**config.mk**
```make
export PLATFORM = sky130hd
export DESIGN_NAME = i2c_master_transaction_engine
export DESIGN_NICKNAME = d
export VERILOG_FILES = /design/src/hdl/i2cmte_pkg.sv /design/src/hdl/i2cmte_in_reg.sv /design/src/hdl/i2cmte_seq.sv /design/src/hdl/i2cmte_out_reg.sv /design/src/hdl/i2c_master_transaction_engine.sv
export VERILOG_INCLUDE_DIRS = /design/src /design/src/hdl
export SDC_FILE = /design/constraint.sdc
export NUM_CORES = 1
export LEC_CHECK = 0
export BUFFER_PORTS_ARGS = -buffer_cell sky130_fd_sc_hd__buf_2
export CAP_MARGIN = 20
export CORE_MARGIN = 2
export CORE_UTILIZATION = 54
export CTS_BUF_LIST = sky130_fd_sc_hd__clkbuf_16
export DETAILED_ROUTE_END_ITERATION = 8
export PLACE_DENSITY = 0.76
export SLEW_MARGIN = 10
export SYNTH_ARGS = -nofsm -noshare
export SYNTH_HDL_FRONTEND = slang
export SYNTH_HIERARCHICAL = 1
export SYNTH_SLANG_ARGS = --single-unit
```
**constraint.sdc**
```tcl
create_clock -name clk_i -period 2.7 [get_ports clk_i]
set_clock_uncertainty 0.05 [all_clocks]
set_input_delay 0.135 -clock clk_i [delete_from_list [all_inputs] [get_ports clk_i]]
set_output_delay 0.135 -clock clk_i [all_outputs]
set_load 0.01 [all_outputs]
```
**src/hdl/i2c_master_transaction_engine_macros.svh**
```systemverilog
// Assertion macros shared by the I2C master transaction engine RTL.
// Included by the modules that carry concurrent checks; no other dependency.
`ifndef I2C_MASTER_TRANSACTION_ENGINE_MACROS_SVH
`define I2C_MASTER_TRANSACTION_ENGINE_MACROS_SVH

`ifndef SYNTHESIS
// Check prop on every rising clock edge, off while reset is asserted.
`define I2CMTE_ASSERT(lbl, clk, rst_n, prop) \
  lbl: assert property (@(posedge clk) disable iff (!rst_n) prop) \
    else $error("i2cmte check failed");
// Check prop on every rising clock edge, reset included.
`define I2CMTE_ASSERT_ALWAYS(lbl, clk, prop) \
  lbl: assert property (@(posedge clk) prop) \
    else $error("i2cmte check failed");
`else
`define I2CMTE_ASSERT(lbl, clk, rst_n, prop)
`define I2CMTE_ASSERT_ALWAYS(lbl, clk, prop)
`endif

`endif

```
**src/hdl/i2cmte_pkg.sv**
```systemverilog
// Shared types and codes for the I2C master transaction engine.
// No dependencies; used by every module of the block.
`timescale 1ns / 1ps

package i2cmte_pkg;

  // item opcodes
  localparam logic OP_TICK  = 1'b0;
  localparam logic OP_BEGIN = 1'b1;

  // transaction kinds
  localparam logic [1:0] MODE_WRITE    = 2'd0;
  localparam logic [1:0] MODE_READ     = 2'd1;
  localparam logic [1:0] MODE_REG_READ = 2'd2;
  localparam logic [1:0] MODE_RSVD     = 2'd3;

  // completion status
  localparam logic [1:0] ST_OK         = 2'd0;
  localparam logic [1:0] ST_START_FAIL = 2'd1;
  localparam logic [1:0] ST_NO_ACK     = 2'd2;

  typedef struct packed {
    logic       op;
    logic [1:0] mode;
    logic [7:0] dev_addr;
    logic [7:0] length;
    logic [7:0] tx_byte;
    logic       sda_in;
  } item_t;

  typedef struct packed {
    logic       scl;
    logic       sda_out;
    logic       busy_res;
    logic       tx_taken;
    logic       rx_valid;
    logic [7:0] rx_byte;
    logic       rx_last;
    logic       done_res;
    logic [1:0] status;
  } result_t;

endpackage

```
**src/hdl/i2cmte_in_reg.sv**
```systemverilog
// Input register stage of the I2C master transaction engine.
// Depends on i2cmte_pkg for the request type.
`timescale 1ns / 1ps

module i2cmte_in_reg (
  input  logic               clk_i,
  input  logic               rst_ni,
  input  logic               in_valid_i,
  output logic               in_ready_o,
  input  i2cmte_pkg::item_t  item_i,
  input  logic               take_i,
  output logic               valid_o,
  output i2cmte_pkg::item_t  item_o
);

  logic              valid_q, valid_d;
  i2cmte_pkg::item_t item_q;

  assign in_ready_o = !valid_q || take_i;

  always_comb begin
    valid_d = valid_q;
    if (in_ready_o) begin
      valid_d = in_valid_i;
    end
  end

  always_ff @(posedge clk_i or negedge rst_ni) begin
    if (!rst_ni) begin
      valid_q <= 1'b0;
    end else begin
      valid_q <= valid_d;
    end
  end

  // payload loads on every accepted request
  always_ff @(posedge clk_i) begin
    if (in_valid_i && in_ready_o) begin
      item_q <= item_i;
    end
  end

  assign valid_o = valid_q;
  assign item_o  = item_q;

endmodule

```
**src/hdl/i2cmte_seq.sv**
```systemverilog
// Bus sequencer of the I2C master transaction engine: transaction state
// and the one-step next-state logic. Depends on i2cmte_pkg and the macros.
`timescale 1ns / 1ps
`include "i2c_master_transaction_engine_macros.svh"

module i2cmte_seq (
  input  logic                clk_i,
  input  logic                rst_ni,
  input  logic                advance_i,
  input  i2cmte_pkg::item_t   item_i,
  output i2cmte_pkg::result_t res_o
);

  localparam logic [3:0] PH_IDLE         = 4'd0;
  localparam logic [3:0] PH_START        = 4'd1;
  localparam logic [3:0] PH_SEND_ADDR    = 4'd2;
  localparam logic [3:0] PH_SEND_REG     = 4'd3;
  localparam logic [3:0] PH_SEND_DATA    = 4'd4;
  localparam logic [3:0] PH_WACK_ADDR    = 4'd5;
  localparam logic [3:0] PH_WACK_REG     = 4'd6;
  localparam logic [3:0] PH_WACK_DATA    = 4'd7;
  localparam logic [3:0] PH_STOP_OK      = 4'd8;
  localparam logic [3:0] PH_STOP_NACK    = 4'd9;
  localparam logic [3:0] PH_STOP_RESTART = 4'd10;
  localparam logic [3:0] PH_RECV         = 4'd11;
  localparam logic [3:0] PH_MACK         = 4'd12;

  logic [3:0] phase_q, phase_d;
  logic [1:0] quant_q, quant_d;
  logic [2:0] bit_q, bit_d;
  logic [7:0] bytes_q, bytes_d;
  logic [7:0] shift_q, shift_d;
  logic [1:0] kind_q, kind_d;
  logic [7:0] addr_q, addr_d;
  logic [7:0] reg_q, reg_d;
  logic       restart_q, restart_d;
  logic       scl_q, scl_d;
  logic       sda_q, sda_d;

  always_comb begin
    logic       scl;
    logic       sda;
    logic       taken;
    logic       rxv;
    logic [7:0] rxb;
    logic       rxl;
    logic       done;
    logic [1:0] st;
    logic       dos;
    logic [7:0] dos_bytes;
    logic       mack_lvl;
    logic [7:0] shift_in;

    phase_d   = phase_q;
    quant_d   = quant_q;
    bit_d     = bit_q;
    bytes_d   = bytes_q;
    shift_d   = shift_q;
    kind_d    = kind_q;
    addr_d    = addr_q;
    reg_d     = reg_q;
    restart_d = restart_q;
    scl_d     = scl_q;
    sda_d     = sda_q;
    scl       = scl_q;
    sda       = sda_q;
    taken     = 1'b0;
    rxv       = 1'b0;
    rxb       = 8'd0;
    rxl       = 1'b0;
    done      = 1'b0;
    st        = i2cmte_pkg::ST_OK;
    dos       = 1'b0;
    dos_bytes = bytes_q;
    mack_lvl  = (bytes_q == 8'd1);
    shift_in  = {shift_q[6:0], item_i.sda_in};

    if (item_i.op == i2cmte_pkg::OP_BEGIN) begin
      // a begin while busy, or of the reserved kind, is dropped
      if (phase_q == PH_IDLE && item_i.mode != i2cmte_pkg::MODE_RSVD) begin
        kind_d    = item_i.mode;
        addr_d    = item_i.dev_addr;
        reg_d     = item_i.tx_byte;
        bytes_d   = item_i.length;
        restart_d = 1'b0;
        shift_d   = 8'd0;
        phase_d   = PH_START;
        bit_d     = 3'd0;
        quant_d   = 2'd0;
      end
    end else if (phase_q != PH_IDLE) begin
      case (phase_q)
        PH_START: begin
          scl = 1'b1;
          if (quant_q == 2'd0) begin
            sda = 1'b1;
            if (!restart_q && !item_i.sda_in) begin
              phase_d = PH_IDLE;
              done    = 1'b1;
              st      = i2cmte_pkg::ST_START_FAIL;
            end else begin
              quant_d = 2'd1;
            end
          end else if (quant_q == 2'd1) begin
            sda = 1'b0;
            if (!restart_q && item_i.sda_in) begin
              phase_d = PH_IDLE;
              done    = 1'b1;
              st      = i2cmte_pkg::ST_START_FAIL;
            end else begin
              quant_d = 2'd2;
            end
          end else begin
            sda     = 1'b0;
            phase_d = PH_SEND_ADDR;
            bit_d   = 3'd0;
            quant_d = 2'd0;
            shift_d = (restart_q || kind_q == i2cmte_pkg::MODE_READ) ?
                      addr_q + 8'd1 : addr_q;
          end
        end
        PH_SEND_ADDR, PH_SEND_REG, PH_SEND_DATA: begin
          if (quant_q == 2'd0) begin
            scl     = 1'b0;
            quant_d = 2'd1;
            // latch write data on the first quantum of each byte
            if (phase_q == PH_SEND_DATA && bit_q == 3'd0) begin
              shift_d = item_i.tx_byte;
              taken   = 1'b1;
            end
          end else if (quant_q == 2'd1) begin
            scl     = 1'b0;
            sda     = shift_q[7];
            quant_d = 2'd2;
          end else begin
            scl     = 1'b1;
            sda     = shift_q[7];
            shift_d = {shift_q[6:0], 1'b0};
            bit_d   = bit_q + 3'd1;
            quant_d = 2'd0;
            if (bit_q == 3'd7) begin
              bit_d = 3'd0;
              case (phase_q)
                PH_SEND_ADDR: phase_d = PH_WACK_ADDR;
                PH_SEND_REG:  phase_d = PH_WACK_REG;
                default:      phase_d = PH_WACK_DATA;
              endcase
            end
          end
        end
        PH_WACK_ADDR, PH_WACK_REG, PH_WACK_DATA: begin
          if (quant_q == 2'd0) begin
            scl     = 1'b0;
            quant_d = 2'd1;
          end else if (quant_q == 2'd1) begin
            scl     = 1'b0;
            sda     = 1'b1;
            quant_d = 2'd2;
          end else if (quant_q == 2'd2) begin
            scl     = 1'b1;
            sda     = 1'b1;
            quant_d = 2'd3;
          end else begin
            scl     = 1'b1;
            sda     = 1'b1;
            bit_d   = 3'd0;
            quant_d = 2'd0;
            if (phase_q == PH_WACK_ADDR) begin
              // restart address ack is clocked but not checked
              if (restart_q) begin
                dos = 1'b1;
              end else if (item_i.sda_in) begin
                phase_d = PH_STOP_NACK;
              end else if (kind_q == i2cmte_pkg::MODE_REG_READ) begin
                phase_d = PH_SEND_REG;
                shift_d = reg_q;
              end else begin
                dos = 1'b1;
              end
            end else if (phase_q == PH_WACK_REG) begin
              phase_d = item_i.sda_in ? PH_STOP_NACK : PH_STOP_RESTART;
            end else begin
              // data nack ignored
              dos       = 1'b1;
              dos_bytes = bytes_q - 8'd1;
            end
          end
        end
        PH_STOP_OK, PH_STOP_NACK, PH_STOP_RESTART: begin
          if (quant_q == 2'd0) begin
            scl     = 1'b0;
            quant_d = 2'd1;
          end else if (quant_q == 2'd1) begin
            scl     = 1'b0;
            sda     = 1'b0;
            quant_d = 2'd2;
          end else if (quant_q == 2'd2) begin
            scl     = 1'b1;
            sda     = 1'b0;
            quant_d = 2'd3;
          end else begin
            scl     = 1'b1;
            sda     = 1'b1;
            bit_d   = 3'd0;
            quant_d = 2'd0;
            if (phase_q == PH_STOP_RESTART) begin
              restart_d = 1'b1;
              phase_d   = PH_START;
            end else begin
              done    = 1'b1;
              st      = (phase_q == PH_STOP_NACK) ? i2cmte_pkg::ST_NO_ACK :
                                                    i2cmte_pkg::ST_OK;
              phase_d = PH_IDLE;
            end
          end
        end
        PH_RECV: begin
          sda = 1'b1;
          if (quant_q == 2'd0) begin
            scl     = 1'b0;
            quant_d = 2'd1;
          end else begin
            scl     = 1'b1;
            shift_d = shift_in;
            bit_d   = bit_q + 3'd1;
            quant_d = 2'd0;
            if (bit_q == 3'd7) begin
              rxv     = 1'b1;
              rxb     = shift_in;
              rxl     = (bytes_q == 8'd1);
              bit_d   = 3'd0;
              phase_d = PH_MACK;
            end
          end
        end
        PH_MACK: begin
          // ack every byte but the last, which is nacked
          if (quant_q == 2'd0) begin
            scl     = 1'b0;
            quant_d = 2'd1;
          end else if (quant_q == 2'd1) begin
            scl     = 1'b0;
            sda     = mack_lvl;
            quant_d = 2'd2;
          end else if (quant_q == 2'd2) begin
            scl     = 1'b1;
            sda     = mack_lvl;
            quant_d = 2'd3;
          end else begin
            scl       = 1'b0;
            sda       = mack_lvl;
            bit_d     = 3'd0;
            quant_d   = 2'd0;
            dos       = 1'b1;
            dos_bytes = bytes_q - 8'd1;
          end
        end
        default: begin
          phase_d = PH_IDLE;
          bit_d   = 3'd0;
          quant_d = 2'd0;
        end
      endcase

      // move to the next data byte, or to the stop when none is left
      if (dos) begin
        bytes_d = dos_bytes;
        if (dos_bytes != 8'd0) begin
          shift_d = 8'd0;
          phase_d = (kind_q == i2cmte_pkg::MODE_WRITE) ? PH_SEND_DATA : PH_RECV;
        end else begin
          phase_d = PH_STOP_OK;
        end
      end

      scl_d = scl;
      sda_d = sda;
    end

    res_o.scl      = scl;
    res_o.sda_out  = sda;
    res_o.busy_res = (phase_d != PH_IDLE);
    res_o.tx_taken = taken;
    res_o.rx_valid = rxv;
    res_o.rx_byte  = rxb;
    res_o.rx_last  = rxl;
    res_o.done_res = done;
    res_o.status   = st;
  end

  always_ff @(posedge clk_i or negedge rst_ni) begin
    if (!rst_ni) begin
      phase_q   <= PH_IDLE;
      quant_q   <= 2'd0;
      bit_q     <= 3'd0;
      bytes_q   <= 8'd0;
      shift_q   <= 8'd0;
      kind_q    <= 2'd0;
      addr_q    <= 8'd0;
      reg_q     <= 8'd0;
      restart_q <= 1'b0;
      scl_q     <= 1'b1;
      sda_q     <= 1'b1;
    end else if (advance_i) begin
      phase_q   <= phase_d;
      quant_q   <= quant_d;
      bit_q     <= bit_d;
      bytes_q   <= bytes_d;
      shift_q   <= shift_d;
      kind_q    <= kind_d;
      addr_q    <= addr_d;
      reg_q     <= reg_d;
      restart_q <= restart_d;
      scl_q     <= scl_d;
      sda_q     <= sda_d;
    end
  end

  `I2CMTE_ASSERT(a_done_to_idle, clk_i, rst_ni, advance_i && res_o.done_res |=> phase_q == PH_IDLE)
  `I2CMTE_ASSERT(a_rx_from_recv, clk_i, rst_ni, res_o.rx_valid |-> phase_q == PH_RECV && quant_q == 2'd1)
  `I2CMTE_ASSERT(a_taken_in_data, clk_i, rst_ni, res_o.tx_taken |-> phase_q == PH_SEND_DATA && bit_q == 3'd0)
  `I2CMTE_ASSERT(a_hold_on_stall, clk_i, rst_ni, !advance_i |=> $stable(phase_q) && $stable(quant_q) && $stable(bytes_q))

endmodule

```
**src/hdl/i2cmte_out_reg.sv**
```systemverilog
// Result register of the I2C master transaction engine.
// Depends on i2cmte_pkg for the result type.
`timescale 1ns / 1ps

module i2cmte_out_reg (
  input  logic                clk_i,
  input  logic                rst_ni,
  input  logic                load_i,
  input  i2cmte_pkg::result_t res_i,
  output logic                free_o,
  output logic                out_valid_o,
  input  logic                out_ready_i,
  output i2cmte_pkg::result_t res_o
);

  logic                valid_q, valid_d;
  i2cmte_pkg::result_t res_q;

  // free when empty or the held result leaves this cycle
  assign free_o = !valid_q || out_ready_i;

  always_comb begin
    valid_d = valid_q;
    if (load_i) begin
      valid_d = 1'b1;
    end else if (out_ready_i) begin
      valid_d = 1'b0;
    end
  end

  always_ff @(posedge clk_i or negedge rst_ni) begin
    if (!rst_ni) begin
      valid_q <= 1'b0;
    end else begin
      valid_q <= valid_d;
    end
  end

  always_ff @(posedge clk_i) begin
    if (load_i) begin
      res_q <= res_i;
    end
  end

  assign out_valid_o = valid_q;
  assign res_o       = res_q;

endmodule

```
**src/hdl/i2c_master_transaction_engine.sv**
```systemverilog
// I2C master transaction engine: bit-banged open-drain master, one bus
// quantum per tick request. Throughput is one request per clock while the result
// register has room; each request passes the input register, one sequencer
// step and the result register. The sequencer step that updates the transaction
// state is the loop that sets this rate. A begin request (op 1) starts write,
// read or register-read transactions when idle; a tick request (op 0) in a
// transaction drives SCL/SDA for one quantum and may sample sda_in_i. Depends
// on i2cmte_pkg, i2cmte_in_reg, i2cmte_seq and i2cmte_out_reg.
`timescale 1ns / 1ps

module i2c_master_transaction_engine (
  input  logic       clk_i,
  input  logic       rst_ni,
  input  logic       in_valid_i,
  output logic       in_ready_o,
  input  logic       op_i,
  input  logic [1:0] mode_i,
  input  logic [7:0] dev_addr_i,
  input  logic [7:0] length_i,
  input  logic [7:0] tx_byte_i,
  input  logic       sda_in_i,
  output logic       out_valid_o,
  input  logic       out_ready_i,
  output logic       scl_o,
  output logic       sda_out_o,
  output logic       busy_res_o,
  output logic       tx_taken_o,
  output logic       rx_valid_o,
  output logic [7:0] rx_byte_o,
  output logic       rx_last_o,
  output logic       done_res_o,
  output logic [1:0] status_o
);

  i2cmte_pkg::item_t   in_item;
  i2cmte_pkg::item_t   stage_item;
  i2cmte_pkg::result_t step_res;
  i2cmte_pkg::result_t out_res;
  logic                stage_valid;
  logic                out_free;
  logic                advance;

  assign in_item.op       = op_i;
  assign in_item.mode     = mode_i;
  assign in_item.dev_addr = dev_addr_i;
  assign in_item.length   = length_i;
  assign in_item.tx_byte  = tx_byte_i;
  assign in_item.sda_in   = sda_in_i;

  // step the sequencer when a request waits and the result register has room
  assign advance = stage_valid && out_free;

  i2cmte_in_reg u_in_reg (
    .clk_i      (clk_i),
    .rst_ni     (rst_ni),
    .in_valid_i (in_valid_i),
    .in_ready_o (in_ready_o),
    .item_i     (in_item),
    .take_i     (advance),
    .valid_o    (stage_valid),
    .item_o     (stage_item)
  );

  i2cmte_seq u_seq (
    .clk_i     (clk_i),
    .rst_ni    (rst_ni),
    .advance_i (advance),
    .item_i    (stage_item),
    .res_o     (step_res)
  );

  i2cmte_out_reg u_out_reg (
    .clk_i       (clk_i),
    .rst_ni      (rst_ni),
    .load_i      (advance),
    .res_i       (step_res),
    .free_o      (out_free),
    .out_valid_o (out_valid_o),
    .out_ready_i (out_ready_i),
    .res_o       (out_res)
  );

  assign scl_o      = out_res.scl;
  assign sda_out_o  = out_res.sda_out;
  assign busy_res_o = out_res.busy_res;
  assign tx_taken_o = out_res.tx_taken;
  assign rx_valid_o = out_res.rx_valid;
  assign rx_byte_o  = out_res.rx_byte;
  assign rx_last_o  = out_res.rx_last;
  assign done_res_o = out_res.done_res;
  assign status_o   = out_res.status;

endmodule
```
==> results.py <==
metrics = {
    "run_status": {
        "outcome": "finished, violations left",
        "violations": "negative setup slack",
    },
    "setup_path": {
        "crit_chain": "inv_2 -> ha_4 -> or4b_4 -> buf_4 -> a2111oi_4 -> a221oi_4 -> o21ai_4 -> o311a_1 -> a2bb2oi_1 -> nand4_1",
        "reg2reg_to": "u_out_reg/res_o[14]",
        "crit_family": "compound AO/OA/AOI/OAI gates",
        "crit_slowest_cell": "or4b_4",
        "cp-start-kind": "flop",
        "path_max_fanout": 6,
        "critPathCaptureType": "flop",
        "cp.depth": 10,
        "cp.arrival_ps": 2870,
        "cp.required_ps": 2740,
        "r2r_cells": 10,
        "r2r-start": "u_seq/quant_q[0]",
        "r2r_setup_slack_ps": -130,
        "critPathMaxStageDelay_ps": 550,
        "critPathKind": "reg -> reg",
        "path_buf_inv": 2,
    },
    "floorplanning": {
        "die_h_um": 106,
        "fp.dieW_um": 106,
        "io-pin-count": 51,
        "coreArea_mm2": 0.0102,
        "initial_core_util": 0.549,
        "dieArea_mm2": 0.0112,
        "fp-row-count": 37,
    },
    "synth": {
        "ys_seq_area_frac": 0.457,
        "yosysTopAreaCell": "edfxtp_1",
        "synthTopCellsByArea": "edfxtp_1, dfrtp_1, mux2_2, o21ai_0, mux2i_1",
        "postSynth.asyncResetShare": 0.516,
        "ys.flop_type": "dfrtp_1",
        "syn_inst": 569,
        "synth_fp_nets": 613,
        "synth_edf_count": 45,
        "ys_warn_count": 6,
        "ys_ff_latch": 93,
        "syn-cell-area_mm2": 0.00559,
        "netlist.area_leader.share": 0.242,
        "synth_cell_types": 75,
        "avgSynthCellArea_um2": 9.82,
    },
    "global_routing": {
        "grt_pass1_wl_mm": 25.8,
        "grt_max_degree": 36,
        "gr-usage-all-layers": 0.299,
        "antenna_found_initial": 0,
        "grt_pass1_vias": 4974,
        "overflow": 0,
    },
    "detailed_routing": {
        "routed_wl_mm": 16.4,
        "ant_nets": 0,
        "drc_errors": 0,
        "wl_per_cell_um": 19.7,
        "dr.pass1.iters": 5,
        "routed_via_density": 6.20,
        "via_count": 5160,
        "drtIter0Drc": 546,
    },
    "min_path": {
        "min_path_cells": 3,
        "worstHoldStart": "out_ready_i",
        "whs_endpoint": "u_out_reg/out_valid_o",
        "hold_path_class": "in -> reg",
    },
    "sta": {
        "finalMaxSlewViolations": 0,
        "setup_slack_ps": -133,
        "fmax_mhz": 353,
        "finalHoldViolations": 0,
        "max_slew_margin": 0.620,
        "setup_viol_count_final": 5,
        "period_minus_slack_ps": 2830,
        "fin_crit_sh": 1.05,
        "worst_pin_slew_ps": 562,
        "rsz0062_at_grt": "yes",
    },
    "placement": {
        "gp_congestion": 0.972,
        "port_buffers": 50,
        "placed_cell_area_mm2": 0.00639,
        "place_hpwl_mm": 10.8,
    },
    "clocking": {
        "cts.sinks": 93,
        "numCtsBuffers": 9,
        "cts_tree": "done",
        "clk_latency_ps": 350,
        "clock-root-buffer": "clkbuf_16",
        "clkTransAtPathRegs_ps": 70,
        "cts.path.max_buffers": 2,
        "cts_max_level": 3,
    },
    "pwr": {
        "p_per_area_mw_per_mm2": 1040,
        "p_sw_frac": 0.401,
        "irDropWorstVdd_mv": 0.626,
        "power.switching_mw": 3.03,
        "cell_internal_pwr_mw": 4.51,
        "pwr-share-comb": 0.508,
        "clkPwrFrac": 0.194,
        "seqPwrFrac": 0.298,
        "power.leakage_nw": 2.91,
    },
    "final_layout": {
        "design_area_mm2": 0.00724,
        "area_growth_syn_to_layout_pct": 29.6,
        "drive_gt1_frac": 0.299,
        "diodes": 0,
        "fin_util": 0.711,
        "finalNetCount": 735,
    },
    "run": {
        "max-cap-violations": 0,
    },
}
-- worst register-to-register path, cell delays in order, from the launching register on --
cell and delay [ps]:
dfrtp_1 430, inv_2 100, ha_4 190, or4b_4 550, buf_4 170, a2111oi_4 240, a221oi_4 70, o21ai_4 240
o311a_1 210, a2bb2oi_1 220, nand4_1 110
-- synthesized netlist by cell type (all sizes together) (5+ instances only) --
| library cell | instances |
|---|---|
| a21oi | 40 |
| or3 | 6 |
| nor3 | 18 |
| buf | 16 |
| and2 | 13 |
| clkbuf | 27 |
| a221oi | 5 |
| nor2b | 8 |
| ha | 12 |
| edfxtp | 45 |
| nand4 | 5 |
| mux2 | 26 |
| nand2 | 42 |
| nand3 | 13 |
| mux2i | 21 |
| inv | 12 |
| nor2 | 41 |
| nor4 | 5 |
| o22ai | 9 |
| nand2b | 9 |
| a31oi | 6 |
| a211oi | 15 |
| and3 | 7 |
| xnor2 | 5 |
| o21ai | 50 |
| dfrtp | 46 |
-- registers in the layout (all words and copies together), names as in the netlist --
register	cells
u_seq/quant_q	2
u_seq/phase_q	4
u_in_reg/item_o	28
u_seq/addr_q	8
u_out_reg/out_valid_o	1
u_seq/bit_q	3
u_seq/reg_q	8
u_seq/shift_q	8
u_out_reg/res_o	17
u_seq/sda_q	1
u_in_reg/valid_o	1
u_seq/bytes_q	8
u_seq/kind_q	2
u_seq/restart_q	1
u_seq/scl_q	1
-- placed cells by master (no fill, tap or decap), types with 5 or more instances in the layout --
| master | n |
|---|---|
| a211oi_1 | 13 |
| a21oi_1 | 40 |
| a31oi_1 | 5 |
| and2_1 | 12 |
| and3_1 | 6 |
| buf_2 | 51 |
| buf_4 | 68 |
| clkbuf_16 | 9 |
| dfrtp_1 | 46 |
| dlygate4sd3_1 | 30 |
| edfxtp_1 | 45 |
| ha_1 | 9 |
| inv_1 | 11 |
| mux2_2 | 26 |
| mux2i_1 | 21 |
| nand2_1 | 41 |
| nand2b_1 | 6 |
| nand3_1 | 11 |
| nand4_1 | 5 |
| nor2_1 | 40 |
| nor2b_1 | 8 |
| nor3_1 | 14 |
| o21ai_0 | 43 |
| o22ai_1 | 9 |
| or3_1 | 5 |
| xnor2_1 | 5 |
-- metal layers --
layer / vias to the layer above / wire length, µm / track usage / part of all wire
met5: - / 0 / 0 / 0
met1: 2468 / 6630 / 0.386 / 0.40
li1: 2379 / - / - / -
met2: 278 / 8000 / 0.504 / 0.49
met4: 0 / 381 / 0.106 / 0.023
met3: 35 / 1400 / 0.0544 / 0.085
-- repair_timing --
action / in CTS / in global routing
setup buffers: 1 / 7
setup endpoints to repair: 11 / 22
hold buffers: 30 / 0
gates resized for setup: 11 / 21
pin swaps: 7 / 8
hold endpoints to repair: 42 / 0
-- per-stage QoR --
stage	std cells	total power [mW]	hold WS [ps]	TNS (ps)	setup slack, ps
2_1_floorplan	569	4.45	-211	0	19.4
3_3_place_gp	778	5.61	0.846	-102	-74.0
3_5_place_dp	778	5.71	17.3	-397	-152
4_1_cts	825	7.27	9.83	-109	-64.6
5_1_grt	832	7.93	25.1	-1810	-229
6_report	832	7.54	8.57	-582	-133
-- worst max-delay path by stage --
stage / from / to / slack, ps
detailed placement: u_seq/quant_q[1] / u_out_reg/res_o[14] / -150
global placement: u_seq/quant_q[1] / u_out_reg/res_o[14] / -70
CTS: u_seq/quant_q[0] / u_out_reg/res_o[14] / -60
finish: u_seq/quant_q[0] / u_out_reg/res_o[14] / -130
global route: u_seq/quant_q[0] / u_out_reg/res_o[14] / -230
floorplan: u_seq/quant_q[0] / u_out_reg/res_o[14] / 20
-- area by class of cell --
| class | instances | area (µm²) |
|---|---|---|
| clock buffers | 9 | 225 |
| inverters | 12 | 48.8 |
| fillers | 736 | 2940 |
| well taps | 136 | 170 |
| flip-flops and latches | 93 | 2550 |
| repair buffers | 154 | 1160 |
| multi-input cells | 421 | 2970 |
| clock inverters | 7 | 114 |
-- logic make-up (layout without fill, tap and decap cells) --
kind of cell             Yosys count  count (layout)  share of synthesized area
AND/OR/NAND/NOR                  183             183                      0.173
adder cells (fa/ha/maj)           12              12                     0.0269
multiplexers                      47              47                     0.0900
AO/OA/AOI/OAI                    170             170                      0.199
flip-flops                        93              93                      0.457
XOR/XNOR                           9               9                     0.0141
buffers and inverters             55             182                     0.0403
-- power groups by stage --
stage / clock network, mW / logic [mW] / registers [mW]
detailed placement: 0 / 3.46 / 2.25
global route: 1.53 / 4.11 / 2.30
finish: 1.46 / 3.83 / 2.24
global placement: 0 / 3.38 / 2.23
CTS: 1.47 / 3.57 / 2.23
floorplan: 0 / 2.29 / 2.17
Power figures use the tool's default switching activity.
